## src/rtl/dtt_pkg.sv

```systemverilog
`timescale 1ns / 1ps
// ----------------------------------------------------------------------------
// dtt_pkg
// Shared types, codes and helpers of the deadline timer table.
// ----------------------------------------------------------------------------
package dtt_pkg;

  localparam int unsigned TIME_W = 48;
  localparam int unsigned DEF_SLOTS = 16;
  localparam int unsigned ID_W = 4;
  localparam logic [TIME_W-1:0] DEF_ROLLBACK_LIMIT = 48'd3600000;
  localparam logic [TIME_W-1:0] TIME_MAX = '1;

  typedef enum logic [2:0] {
    REQ_ADD     = 3'd0,
    REQ_CANCEL  = 3'd1,
    REQ_REFRESH = 3'd2,
    REQ_RESET   = 3'd3,
    REQ_TICK    = 3'd4,
    REQ_QUERY   = 3'd5
  } dtt_req_e;

  typedef enum logic [2:0] {
    ST_IDLE,
    ST_PREP,
    ST_APPLY,
    ST_SCAN,
    ST_FINISH
  } dtt_state_e;

  typedef enum logic [2:0] {
    COP_NONE,
    COP_LOAD,
    COP_FREE,
    COP_REFRESH,
    COP_SETPER,
    COP_DUE,
    COP_EXPIRE
  } dtt_cop_e;

  typedef struct packed {
    dtt_cop_e          op;
    logic [TIME_W-1:0] now;
    logic [TIME_W-1:0] base;
    logic [TIME_W-1:0] period;
    logic              rep;
    logic              roll;
  } dtt_cmd_t;

  typedef struct packed {
    logic              valid;
    logic              rep;
    logic              due;
    logic [TIME_W-1:0] period;
    logic [TIME_W-1:0] deadline;
  } dtt_cell_st_t;

  function automatic logic [TIME_W-1:0] sat_add(input logic [TIME_W-1:0] a,
                                                input logic [TIME_W-1:0] b);
    logic [TIME_W:0] s;
    s = {1'b0, a} + {1'b0, b};
    return s[TIME_W] ? TIME_MAX : s[TIME_W-1:0];
  endfunction

endpackage

```

## src/rtl/dtt_cell.sv

```systemverilog
`timescale 1ns / 1ps
// ----------------------------------------------------------------------------
// dtt_cell
// One timer slot: valid, recurring flag, period, deadline and due mark.
// ----------------------------------------------------------------------------
module dtt_cell
  import dtt_pkg::*;
(
  input  logic         clk_i,
  input  logic         rst_ni,
  input  logic         sel_i,
  input  dtt_cmd_t     cmd_i,
  output dtt_cell_st_t st_o
);

  logic              valid_q, valid_d;
  logic              rep_q, rep_d;
  logic              due_q, due_d;
  logic [TIME_W-1:0] per_q, per_d;
  logic [TIME_W-1:0] dl_q, dl_d;

  always_comb begin
    valid_d = valid_q;
    rep_d   = rep_q;
    due_d   = due_q;
    per_d   = per_q;
    dl_d    = dl_q;
    case (cmd_i.op)
      COP_LOAD: begin
        if (sel_i) begin
          valid_d = 1'b1;
          rep_d   = cmd_i.rep;
          per_d   = cmd_i.period;
          dl_d    = sat_add(cmd_i.base, cmd_i.period);
        end
      end
      COP_SETPER: begin
        if (sel_i) begin
          per_d = cmd_i.period;
          dl_d  = sat_add(cmd_i.base, cmd_i.period);
        end
      end
      COP_FREE: begin
        if (sel_i) valid_d = 1'b0;
      end
      COP_REFRESH: begin
        if (sel_i) dl_d = sat_add(cmd_i.now, per_q);
      end
      COP_DUE: begin
        due_d = valid_q && (cmd_i.roll || (dl_q <= cmd_i.now));
      end
      COP_EXPIRE: begin
        if (sel_i) begin
          due_d = 1'b0;
          if (rep_q) begin
            dl_d = sat_add(cmd_i.now, per_q);
          end else begin
            valid_d = 1'b0;
          end
        end
      end
      default: ;
    endcase
  end

  always_ff @(posedge clk_i or negedge rst_ni) begin
    if (!rst_ni) begin
      valid_q <= 1'b0;
      rep_q   <= 1'b0;
      due_q   <= 1'b0;
    end else begin
      valid_q <= valid_d;
      rep_q   <= rep_d;
      due_q   <= due_d;
    end
  end

  always_ff @(posedge clk_i) begin
    per_q <= per_d;
    dl_q  <= dl_d;
  end

  assign st_o = '{valid: valid_q, rep: rep_q, due: due_q, period: per_q, deadline: dl_q};

endmodule

```

## config.mk

```make
export PLATFORM = sky130hd
export DESIGN_NAME = dtt_cell
export DESIGN_NICKNAME = d
export VERILOG_FILES = /design/src/rtl/dtt_pkg.sv /design/src/rtl/dtt_cell.sv
export SDC_FILE = /design/constraint.sdc
export NUM_CORES = 1
export LEC_CHECK = 0
export ABC_AREA = 0
export BUFFER_PORTS_ARGS = -buffer_cell sky130_fd_sc_hd__clkbuf_2
export CORE_UTILIZATION = 42
export CTS_CLUSTER_DIAMETER = 80
export DETAILED_ROUTE_END_ITERATION = 10
export PLACE_DENSITY = 0.65
export SLEW_MARGIN = 5
export SYNTH_ARGS = -nofsm -noshare
export SYNTH_HDL_FRONTEND = slang
export SYNTH_SLANG_ARGS = --single-unit
export TNS_END_PERCENT = 100
```

## constraint.sdc

```tcl
create_clock -name clk_i -period 5 [get_ports clk_i]
set_input_delay 0.25 -clock clk_i [delete_from_list [all_inputs] [get_ports clk_i]]
set_output_delay 0.25 -clock clk_i [all_outputs]
set_load 0.005 [all_outputs]
```

# [Word-level counts from Yosys, hierarchy flattened]
# Cells that the tools add are included.
[op_classes] mul=0 magnitude_cmp=1 bitwise_logic=0 add_sub_neg=2 n_div=0 eq_ne=13 reduce_logical=11 mux=13 shifts=0
[op_table] operator="48-bit 2-to-1 mux" count=6
[op_table] operator="48-bit case mux with 3 select lines" count=1
[op_table] operator="48-bit by 48-bit adder with 49-bit output" count=2
[op_table] operator="48-bit less-or-equal comparator" count=1
[op_table] operator="2-bit inequality test, second input constant" count=6
[op_table] operator="5-bit AND reduction" count=2
[op_table] operator="3-bit equality test, second input constant" count=3
[op_table] operator="3-bit by 2-bit equality test with 1-bit output, second input constant" count=2
[op_table] operator="2-bit AND reduction" count=3
[op_table] operator="3-bit nonzero test" count=2
[op_table] operator="1-bit 2-to-1 mux" count=4
[op_table] operator="3-bit by 1-bit equality test with 1-bit output, second input constant" count=1
[op_table] operator="1-bit case mux with 3 select lines" count=1
[op_table] operator="2-bit by 1-bit inequality test with 1-bit output, second input constant" count=1
[op_table] operator="1-bit case mux with 2 select lines" count=1
[op_table] operator="2-bit nonzero test" count=1
[op_table] operator="2-bit OR reduction" count=1
[op_table] operator="1-bit logical AND" count=1
[op_table] operator="1-bit logical OR" count=1
[totals] latch_bits=0 output_inout_bits=99 ramBits=0 wordCells=45 mem_bits_ro=0 ff_bits=99 memories=0

# [Depth between registers and ports, before layout]
# Gate-level depths: netlist of the first run.
[logic_depth] word_depth=5 mapped_depth=14

# [Least setup slack after synthesis of the first run]
# No wires, ideal clock.
[synth_path] kind="input-to-reg" start="input cmd_i[148] (netlist bit)" end="register dl_q[0], enable pin" arrival_time_ps=4084 path_stages=3 setup_slack_ps=389 n_path_buf=1 cell_sequence="clkbuf_1 -> nand3b_1 -> a21boi_0"
[synth_via] elab_chain_len=4 word_cells_on_any_way=11 classes_between="8 x eq/ne; 3 x reduce/logical"
[synth_lines] item="from (decl)" line_no="dtt_cell.sv:12" source="input dtt_cmd_t cmd_i,"
[synth_lines] item="3-bit equality test / 3-bit by 1-bit equality test with 1-bit output (equally long branches)" line_no="dtt_cell.sv:28" source="case (cmd_i.op)"
[synth_lines] item="2-bit OR reduction (no line)"
[synth_lines] item="2-bit by 1-bit inequality test with 1-bit output (no line) / 3-bit nonzero test (equally long branches)"
[synth_lines] item="5-bit AND reduction (no line) *"
[synth_lines] item="to (signal assigned)" line_no="dtt_cell.sv:80" source="dl_q <= dl_d;"
[synth_lines] item="to (decl)" line_no="dtt_cell.sv:20" source="logic [TIME_W-1:0] dl_q, dl_d;"
# Mark *: on every way between the ends. The rest lies on a longest branch, timed or not.
# A chain may end at the register's enable or synchronous reset.

# [Final worst setup path of the first run]
[layout_path] start="register per_q[0]" end="register dl_q[31] (data pin)"
[layout_via] elab_chain_len=5 word_cells_on_any_way=6 classes_between="1 x add/sub; 5 x mux"
[layout_lines] item="from (decl)" line_no="dtt_cell.sv:19" source="logic [TIME_W-1:0] per_q, per_d;"
[layout_lines] item="from (signal assigned)" line_no="dtt_cell.sv:79" source="per_q <= per_d;"
[layout_lines] item="48-bit by 48-bit adder with 49-bit output *" line_no="dtt_pkg.sv:61" source="s = {1'b0, a} + {1'b0, b};"
[layout_lines] item="48-bit 2-to-1 mux *" line_no="dtt_pkg.sv:62" source="return s[TIME_W] ? TIME_MAX : s[TIME_W-1:0];"
[layout_lines] item="48-bit 2-to-1 mux" line_no="dtt_cell.sv:55" source="if (rep_q) begin"
[layout_lines] item="48-bit 2-to-1 mux" line_no="dtt_cell.sv:53" source="if (sel_i) begin"
[layout_lines] item="48-bit case mux with 3 select lines *" line_no="dtt_cell.sv:28"
[layout_lines] item="net dl_d[31]" line_no="dtt_cell.sv:20"
# Mark *: on every way through the listed nets, which the timed path passes. The rest lies on a longest branch. The select of a mux whose other input is x is not followed.

==> results of run 1 <==
-- layout make-up --
| cell class | instances | area (um2) | share of cell area |
|---|---|---|---|
| Multi-Input combinational cell | 922 | 6898 | 0.5688 |
| Tap cell | 324 | 405.4 | 0.03343 |
| Inverter | 72 | 272.8 | 0.02249 |
| Clock buffer | 9 | 225.2 | 0.01857 |
| Timing Repair Buffer | 258 | 1314 | 0.1083 |
| Sequential cell | 99 | 2958 | 0.2439 |
| Clock inverter | 7 | 53.80 | 0.004437 |
-- critical path: cells and delay by family (launching register included) --
family | cells | cell delay [ns]
flip-flops | 1 | 0.40
adder cells (fa/ha/maj) | 2 | 0.69
AO/OA/AOI/OAI | 10 | 2.12
buffers and inverters | 1 | 0.35
-- synthesized netlist by cell type, drive strengths merged, types with 6 or more instances --
library cell	count
o21bai	11
edfxtp	96
a21oi	117
nor2b	19
nand3	23
nand2	70
nand2b	15
a211oi	10
and3	8
xor2	42
nor2	60
o21a	14
inv	72
a31oi	13
o211ai	13
xnor2	49
a21o	67
nor3	19
buf	28
a2111oi	6
ha	144
o31ai	7
o21ai	63
a22oi	45
a31o	6
clkbuf	16
nand4	24
-- kinds of logic (layout without fill, tap and decap cells) --
logic type / after synthesis / count (layout) / synth area share
multiplexers: 2 / 2 / 0.002047
AO/OA/AOI/OAI: 415 / 415 / 0.2751
buffers and inverters: 116 / 346 / 0.05467
adder cells (fa/ha/maj): 146 / 146 / 0.1772
flip-flops: 99 / 99 / 0.2846
XOR/XNOR: 91 / 91 / 0.07670
AND/OR/NAND/NOR: 268 / 268 / 0.1296
-- sequential cells by signal (all words and copies together), names as in the netlist --
register / flops
rep_q: 1
dl_q: 48
per_q: 48
valid_q: 1
due_q: 1
-- metal layers --
metal | part of all wire | vias up | wire [um] | global-route usage
met1 | 0.46 | 4694 | 14930 | 0.3480
met2 | 0.45 | 443 | 14600 | 0.3987
met4 | 0.030 | 0 | 974 | 0.09965
li1 | - | 4746 | - | -
met5 | 0 | - | 0 | 0
met3 | 0.067 | 54 | 2185 | 0.03621
-- per-stage QoR --
step           setup WS, ns  power [mW]    util
2_1_floorplan        0.3885       1.891       -
3_3_place_gp          1.328       2.241  0.4868
3_5_place_dp          1.221       2.247  0.4868
4_1_cts               1.232       2.949  0.4986
5_1_grt              0.9361       3.114  0.4986
6_report              1.177       2.959  0.4986
-- how the worst max path moves through the flow --
stage | start | end | slack, ns | cells past startpoint
3_5_place_dp | per_q[0] | dl_q[31] | 1.22 | 13
2_1_floorplan | cmd_i[148] | dl_q[0] | 0.39 | 3
3_3_place_gp | per_q[0] | dl_q[31] | 1.33 | 13
5_1_grt | per_q[0] | dl_q[31] | 0.94 | 13
6_report | per_q[0] | dl_q[31] | 1.18 | 13
4_1_cts | per_q[0] | dl_q[31] | 1.23 | 13
-- power breakdown --
group          switching (mW)  internal (mW)
Sequential             0.0447          0.997
Clock                   0.364          0.342
Combinational           0.704          0.507
==> flow_metrics.tcl, run 1 <==
set metrics [dict create \
    path_cells "ha_1, fa_1, a211oi_1, o21ai_2, o2111ai_1, a21oi_2, a41oi_2, o31ai_4, o2bb2ai_2, a31oi_4, buf_4, a21boi_0, a21oi_1" \
    rsz0062_at_grt "no" \
    relSlewSlack 0.3629 \
    drc 0 \
    clkLatencyLatePin_ns 0.36 \
    tightest_slew_ns 0.9470 \
    whs_ns 0.07708 \
    synthesis.area_per_instance_um2 9.139 \
    yosysSeqAreaShare 0.2846 \
    htreeDepth 3 \
    diodes 0 \
    drt_wl_total_um 32690 \
    routed_via_density 5.876 \
    cp_slowest_stage_delay_ns 0.45 \
    yosys.area.top_type_share 0.2774 \
    final_cell_mix "250 x clkbuf_2, 144 x ha_1, 114 x a21oi_1" \
    dieArea_mm2 0.02537 \
    ant_nets 0 \
    grt_antenna_before_repair 0 \
    fmax_mhz 261.6 \
    hold_start "cmd_i[35]" \
    nFillCells 2396 \
    hold_viol 0 \
    worst_r2r_path_depth 13 \
    path_clk_slew_ns 0.08 \
    crit_slowest_cell "fa_1" \
    synth_top_cell_by_area "edfxtp_1" \
    leakage_nw 5.547 \
    grt-ovfl-total 0 \
    synth_warnings 0 \
    core_mm2 0.02432 \
    stdcell_area_mm2 0.01213 \
    syn_nets 1435 \
    setup_viol 0 \
    cts_resized 0 \
    dp_hpwl_um 26580 \
    slew_violations 0 \
    path_max_fanout 26 \
    synth_cell_types 87 \
    rr_startpoint "per_q[0]" \
    fin_crit_sh 0.7647 \
    max_cap_viol_count 0 \
    period_minus_slack_ns 3.823 \
    netlist_area_mm2 0.01039 \
    area_growth_pct 16.70 \
    clk_path_buf_depth 2 \
    layout.nets 1660 \
    gp_congestion 0.9242 \
    die_w_um 159.3 \
    ios 251 \
    r2r_slack_ns 1.18 \
    cts.sinks 99 \
    grt_max_degree 49 \
    post-cts-setup-buffers 0 \
    synth_edf_count 96 \
    async_reset_ff_frac 0.03030 \
    r2r-end "dl_q[31]" \
    critPathKind "flop to flop" \
    hp-class "primary input to flop" \
    drive_gt1_frac 0.2275 \
    status "completed" \
    cp-end-kind "flop" \
    dpl_cell_area_mm2 0.01184 \
    critical_path_arrival_ns 3.93 \
    finClkSkew_ns 0.01189 \
    drt_iter0_markers 831 \
    tns_ns 0 \
    die_h_um 159.3 \
    yosys_most_used_dff "edfxtp_1" \
    stdcell_count 1691 \
    irDropWorstVdd_mv 0.1205 \
    min_path_cells 1 \
    worstPathRequired_ns 5.11 \
    cts_made_buffers 9 \
    powerDensity_mw_per_mm2 244.0 \
    tritoncts "done" \
    core.rowCount 57 \
    grt_pass1_wl_um 50530 \
    final_common_cell "clkbuf_2" \
    first_global_vias 9462 \
    drt-pass1-iter-count 5 \
    dp.cells 1674 \
    synth_cells 1137 \
    routedWlPerCell_um 19.33 \
    holdPathEnd "per_q[33]" \
    start_util 0.4273 \
    hold_buffers 1 \
    cts_root_buf "clkbuf_16" \
    io_buffers 250 \
    synth-seq-cells 99 \
    grtUsageTotal 0.2527 \
    start_kind "flop" \
    num_vias 9937 \
    synth.area.top_cells "edfxtp_1 28%, ha_1 17%, a21oi_1 5.5%, a21o_1 4.8%, xnor2_1 4.1%" \
]
No activity file was read; power rests on OpenSTA's default activity.
==> inputs of run 2 (changes only) <==
==> constraint.sdc (replaced) <==
create_clock -name clk_i -period 3.9 [get_ports clk_i]
set_input_delay 0.195 -clock clk_i [delete_from_list [all_inputs] [get_ports clk_i]]
set_output_delay 0.195 -clock clk_i [all_outputs]
set_load 0.005 [all_outputs]
==> run 2 against run 1 <==
Compared with the run above:
- setup slack lost 0.88 ns
- cell count increased by 0.18%
- sequential share of layout area shrank 0.17 points
- total power up 31%
- sequential power is 29% higher
- first-iteration DRC count decreased by 18%
- critical path type unchanged
- largest cell class unchanged
- highest routed layer is now met5
==> flow_metrics.tcl, run 2 (synthesized netlist as in run 1, its figures left out) <==
set metrics [dict create \
    status "completed" \
    fin_crit_sh 0.9242 \
    grt_pass1_wl_um 50860 \
    drt_iter0_markers 682 \
    die_w_um 159.3 \
    drt-pass1-iter-count 5 \
    wl_met2_um 14710 \
    max_cap_viol_count 0 \
    whs_ns 0.01454 \
    critical_path_arrival_ns 3.71 \
    clk_path_buf_depth 2 \
    first_global_vias 9484 \
    hp-class "primary input to flop" \
    dp_hpwl_um 26940 \
    irDropWorstVdd_mv 0.1847 \
    die_h_um 159.3 \
    post-cts-setup-buffers 0 \
    gp_congestion 0.9138 \
    start_kind "flop" \
    slew_violations 0 \
    cts.sinks 99 \
    cts_made_buffers 9 \
    cp-end-kind "flop" \
    hold_viol 0 \
    wl_met1_um 14410 \
    reg.largest.list "dl_q: 48 flops, per_q: 48 flops" \
    grtUsageTotal 0.2548 \
    start_util 0.4273 \
    setup_viol 0 \
    finClkSkew_ns 0.01244 \
    ff_latch_area_mm2 0.002958 \
    core.rowCount 57 \
    stdcell_count 1694 \
    multi_input_comb_area_mm2 0.006917 \
    wl_met3_um 2424 \
    routed_via_density 5.815 \
    tns_ns 0 \
    clkLatencyLatePin_ns 0.37 \
    dp.cells 1677 \
    tritoncts "done" \
    relSlewSlack 0.3487 \
    area_growth_pct 17.53 \
    critPathKind "flop to flop" \
    num_vias 9850 \
    fmax_mhz 277.4 \
    period_minus_slack_ns 3.604 \
    drc 0 \
    routedWlPerCell_um 19.22 \
    ant_nets 0 \
    worstPathRequired_ns 4.00 \
    path_clk_slew_ns 0.08 \
    path_max_fanout 20 \
    final_common_cell "clkbuf_2" \
    grt-ovfl-total 0 \
    nFillCells 2348 \
    leakage_nw 5.587 \
    final_cell_mix "250 x clkbuf_2, 144 x ha_1, 114 x a21oi_1" \
    cts_root_buf "clkbuf_16" \
    grt_max_degree 49 \
    ios 251 \
    rsz0062_at_grt "no" \
    topRoutingLayerUsed "met5" \
    layout.nets 1663 \
    grt_antenna_before_repair 1 \
    powerDensity_mw_per_mm2 317.4 \
    diodes 0 \
    tightest_slew_ns 0.9681 \
    htreeDepth 3 \
    io_buffers 250 \
    core_mm2 0.02432 \
    dieArea_mm2 0.02537 \
    drive_gt1_frac 0.2299 \
    drt_wl_total_um 32560 \
]
## run 2: critical path, stage by stage, from the launching register on
cell and delay (ns):
edfxtp_1 0.41, ha_1 0.25, fa_1 0.43, a211oi_1 0.32
o21ai_2 0.15, o2111ai_1 0.29, a21oi_2 0.16, a41oi_4 0.29
o31ai_4 0.15, o2bb2ai_2 0.18, a31oi_4 0.27, buf_6 0.24
nor2b_1 0.16, a21oi_1 0.05
## run 2: power by group
part | internal [mW] | switching [mW]
Clock | 0.511 | 0.474
Sequential | 1.28 | 0.0586
Combinational | 0.656 | 0.899
Total | 2.44 | 1.43
## run 2: layer usage
| layer | vias to the layer above | GRT usage |
|---|---|---|
| li1 | 4757 | - |
| met1 | 4578 | 0.3460 |
| met2 | 446 | 0.4069 |
| met3 | 67 | 0.03751 |
| met4 | 2 | 0.1014 |
| met5 | - | 0 |
## run 2: stage by stage
| step | setup WS [ns] | instance area (um2) | power [mW] | utilization |
|---|---|---|---|---|
| floorplan | 0.5870 | 10390 | 2.423 | - |
| global placement | 0.3148 | 11870 | 2.875 | 0.4882 |
| detailed placement | 0.1773 | 11870 | 2.887 | 0.4882 |
| CTS | 0.1662 | 12190 | 3.880 | 0.5013 |
| global route | 0.04299 | 12210 | 4.097 | 0.5022 |
| finish | 0.2957 | 12210 | 3.876 | 0.5022 |
## run 2: timing repair
item,in CTS,in global routing
resized for setup,0,3
hold buffers,1,0
endpoints found under the setup margin,0,3
hold endpoints to repair,3,0
## run 2: final cells by class
class,count,share of cell area
clock buffer,9,0.01844
clock inverter,7,0.006762
inverter,72,0.02233
multi-input combinational,922,0.5663
sequential,99,0.2422
tap,324,0.03319
timing repair buffer,261,0.1107
## run 2: final timing paths
path | start | endpoint | slack [ns] | cells after the start
worst max-delay path | per_q[0] | dl_q[1] | 0.30 | 13
worst min-delay path | cmd_i[21] | per_q[19] | 0.01 | 1
worst max register to register | per_q[0] | dl_q[1] | 0.30 | 13
worst min register to register | due_q | due_q | 0.53 | 2
max in group asynchronous | rst_ni | rep_q | 3.63 | 2
min in group asynchronous | rst_ni | valid_q | 0.16 | 2
==> inputs of run 3 (changes only) <==
--- a/config.mk
+++ b/config.mk
@@ -7,10 +7,10 @@
 export LEC_CHECK = 0
 export ABC_AREA = 0
 export BUFFER_PORTS_ARGS = -buffer_cell sky130_fd_sc_hd__clkbuf_2
-export CORE_UTILIZATION = 42
+export CORE_UTILIZATION = 56
 export CTS_CLUSTER_DIAMETER = 80
 export DETAILED_ROUTE_END_ITERATION = 10
-export PLACE_DENSITY = 0.65
+export PLACE_DENSITY = 0.83
 export SLEW_MARGIN = 5
 export SYNTH_ARGS = -nofsm -noshare
 export SYNTH_HDL_FRONTEND = slang
==> run 3 against run 2 <==
Compared with the run above:
- the flow now finishes with violations (DRC)
- utilization increased by 16 points
- wire length decreased by 2.9%
- total power decreased by 1.3%
- clock power decreased by 5.7%
- sequential power about the same
- setup slack got worse by 0.043 ns
- cell count decreased by 5.6%
- design area decreased by 1.4%
- combinational power about the same
- critical path type unchanged
==> flow_metrics.tcl, run 3 (synthesized netlist as in run 1, its figures left out) <==
set metrics [dict create \
    cts_root_buf "clkbuf_16" \
    cts_made_buffers 9 \
    critPathKind "flop to flop" \
    grtUsageTotal 0.3295 \
    htreeDepth 3 \
    start_kind "flop" \
    gp_congestion 0.9448 \
    nFillCells 1506 \
    rr_startpoint "per_q[0]" \
    hold_start "cmd_i[23]" \
    r2r-end "dl_q[29]" \
    setup_viol 0 \
    hold_buffers 1 \
    first_global_vias 9688 \
    clkPwrFrac 0.242 \
    clkLatencyLatePin_ns 0.36 \
    path_clk_slew_ns 0.07 \
    routed_via_density 6.336 \
    fin_ws_ns 0.2526 \
    dieArea_mm2 0.01910 \
    relSlewSlack 0.3475 \
    p_seq_frac 0.348 \
    num_vias 10130 \
    final_cell_mix "250 x clkbuf_2, 144 x ha_1, 114 x a21oi_1" \
    pre_cts_slack_ns 0.2780 \
    core_mm2 0.01809 \
    finClkSkew_ns 0.008075 \
    min_path_cells 1 \
    sw_frac_of_total 0.3663 \
    ant_nets 0 \
    fmax_mhz 274.2 \
    drt_wl_total_um 31620 \
    hold_viol 0 \
    grt_antenna_before_repair 0 \
    dp_hpwl_um 25710 \
    slew_violations 0 \
    grt_max_degree 30 \
    r2r_slack_ns 0.25 \
    tritoncts "done" \
    path_max_fanout 21 \
    worstPathRequired_ns 3.99 \
    power.net_switching_mw 1.402 \
    path_cells "ha_1, fa_1, a211oi_1, o21ai_2, o2111ai_1, a21oi_2, a41oi_2, o31ai_4, o2bb2ai_2, a31oi_4, buf_4, a22oi_1" \
    start_util 0.5745 \
    clk_path_buf_depth 2 \
    total_power_mw 3.827 \
    period_minus_slack_ns 3.647 \
    routedWlPerCell_um 19.77 \
    max_cap_viol_count 0 \
    crit_slowest_cell "fa_1" \
    ff_latch_area_mm2 0.002958 \
    combPwrFrac 0.409 \
    path_buf_inv 1 \
    tightest_slew_ns 0.9698 \
    tns_ns 0 \
    grt-ovfl-total 0 \
    drt-pass1-iter-count 9 \
    holdPathEnd "per_q[21]" \
    cts.sinks 99 \
    cts_resized 0 \
    ios 251 \
    core.rowCount 49 \
    leakage_nw 5.574 \
    post-cts-setup-buffers 0 \
    final_util 0.6661 \
    die_w_um 138.2 \
    irDropWorstVdd_mv 0.2205 \
    hp-class "primary input to flop" \
    critical_path_arrival_ns 3.74 \
    cp_slowest_stage_delay_ns 0.44 \
    area_growth_pct 15.94 \
    cp-end-kind "flop" \
    layout.nets 1663 \
    grt_pass1_wl_um 49910 \
    rsz0062_at_grt "no" \
    drive_gt1_frac 0.2270 \
    worst_r2r_path_depth 12 \
    multi_input_comb_area_mm2 0.006898 \
    critPathTopFamily "compound AO/OA/AOI/OAI gates" \
    reg.largest.list "dl_q: 48 flops, per_q: 48 flops" \
    status "finished with violations" \
    powerDensity_mw_per_mm2 317.7 \
    die_h_um 138.2 \
    violations "DRC" \
    drt_iter0_markers 1112 \
    power.internal_mw 2.425 \
    drc 34 \
    diodes 0 \
    io_buffers 250 \
    fin_crit_sh 0.9352 \
    whs_ns 0.02533 \
    final_common_cell "clkbuf_2" \
]
## run 3: worst max-delay path by stage
stage,start,to,slack (ns),cells past startpoint
6_report,per_q[0],dl_q[29],0.25,12
3_3_place_gp,cmd_i[2],dl_q[32],0.38,14
3_5_place_dp,cmd_i[2],dl_q[32],0.28,14
2_1_floorplan,rep_q,dl_q[0],0.59,3
5_1_grt,per_q[0],dl_q[45],0.03,12
4_1_cts,per_q[0],dl_q[31],0.29,13
## run 3: power groups by stage
stage	clock network [mW]	registers, mW	logic [mW]
after global placement	0	1.35	1.49
after detailed placement	0	1.36	1.52
final	0.928	1.33	1.57
after CTS	0.932	1.33	1.53
after global routing	0.961	1.34	1.71
after floorplan	0	1.35	1.08
## run 3: routing by layer
| metal | up-vias | track usage | part of all wire |
|---|---|---|---|
| met2 | 549 | 0.5499 | 0.46 |
| met1 | 4734 | 0.4354 | 0.42 |
| li1 | 4771 | - | - |
| met3 | 78 | 0.04087 | 0.084 |
| met5 | - | 0 | 0 |
| met4 | 0 | 0.1313 | 0.034 |
## run 3: metrics by stage
| stage | instance area (um2) | cells |
|---|---|---|
| final | 12050 | 1599 |
| after global placement | 11750 | 1582 |
| after CTS | 12050 | 1599 |
| after floorplan | 10390 | 1137 |
| after global routing | 12050 | 1599 |
| after detailed placement | 11750 | 1582 |
## run 3: final cells by class
| type | instances | share of cell area |
|---|---|---|
| multi-input combinational | 922 | 0.5725 |
| sequential | 99 | 0.2455 |
| timing repair buffer | 261 | 0.1120 |
| tap | 229 | 0.02378 |
| inverter | 72 | 0.02264 |
| clock buffer | 9 | 0.01869 |
| clock inverter | 7 | 0.004881 |
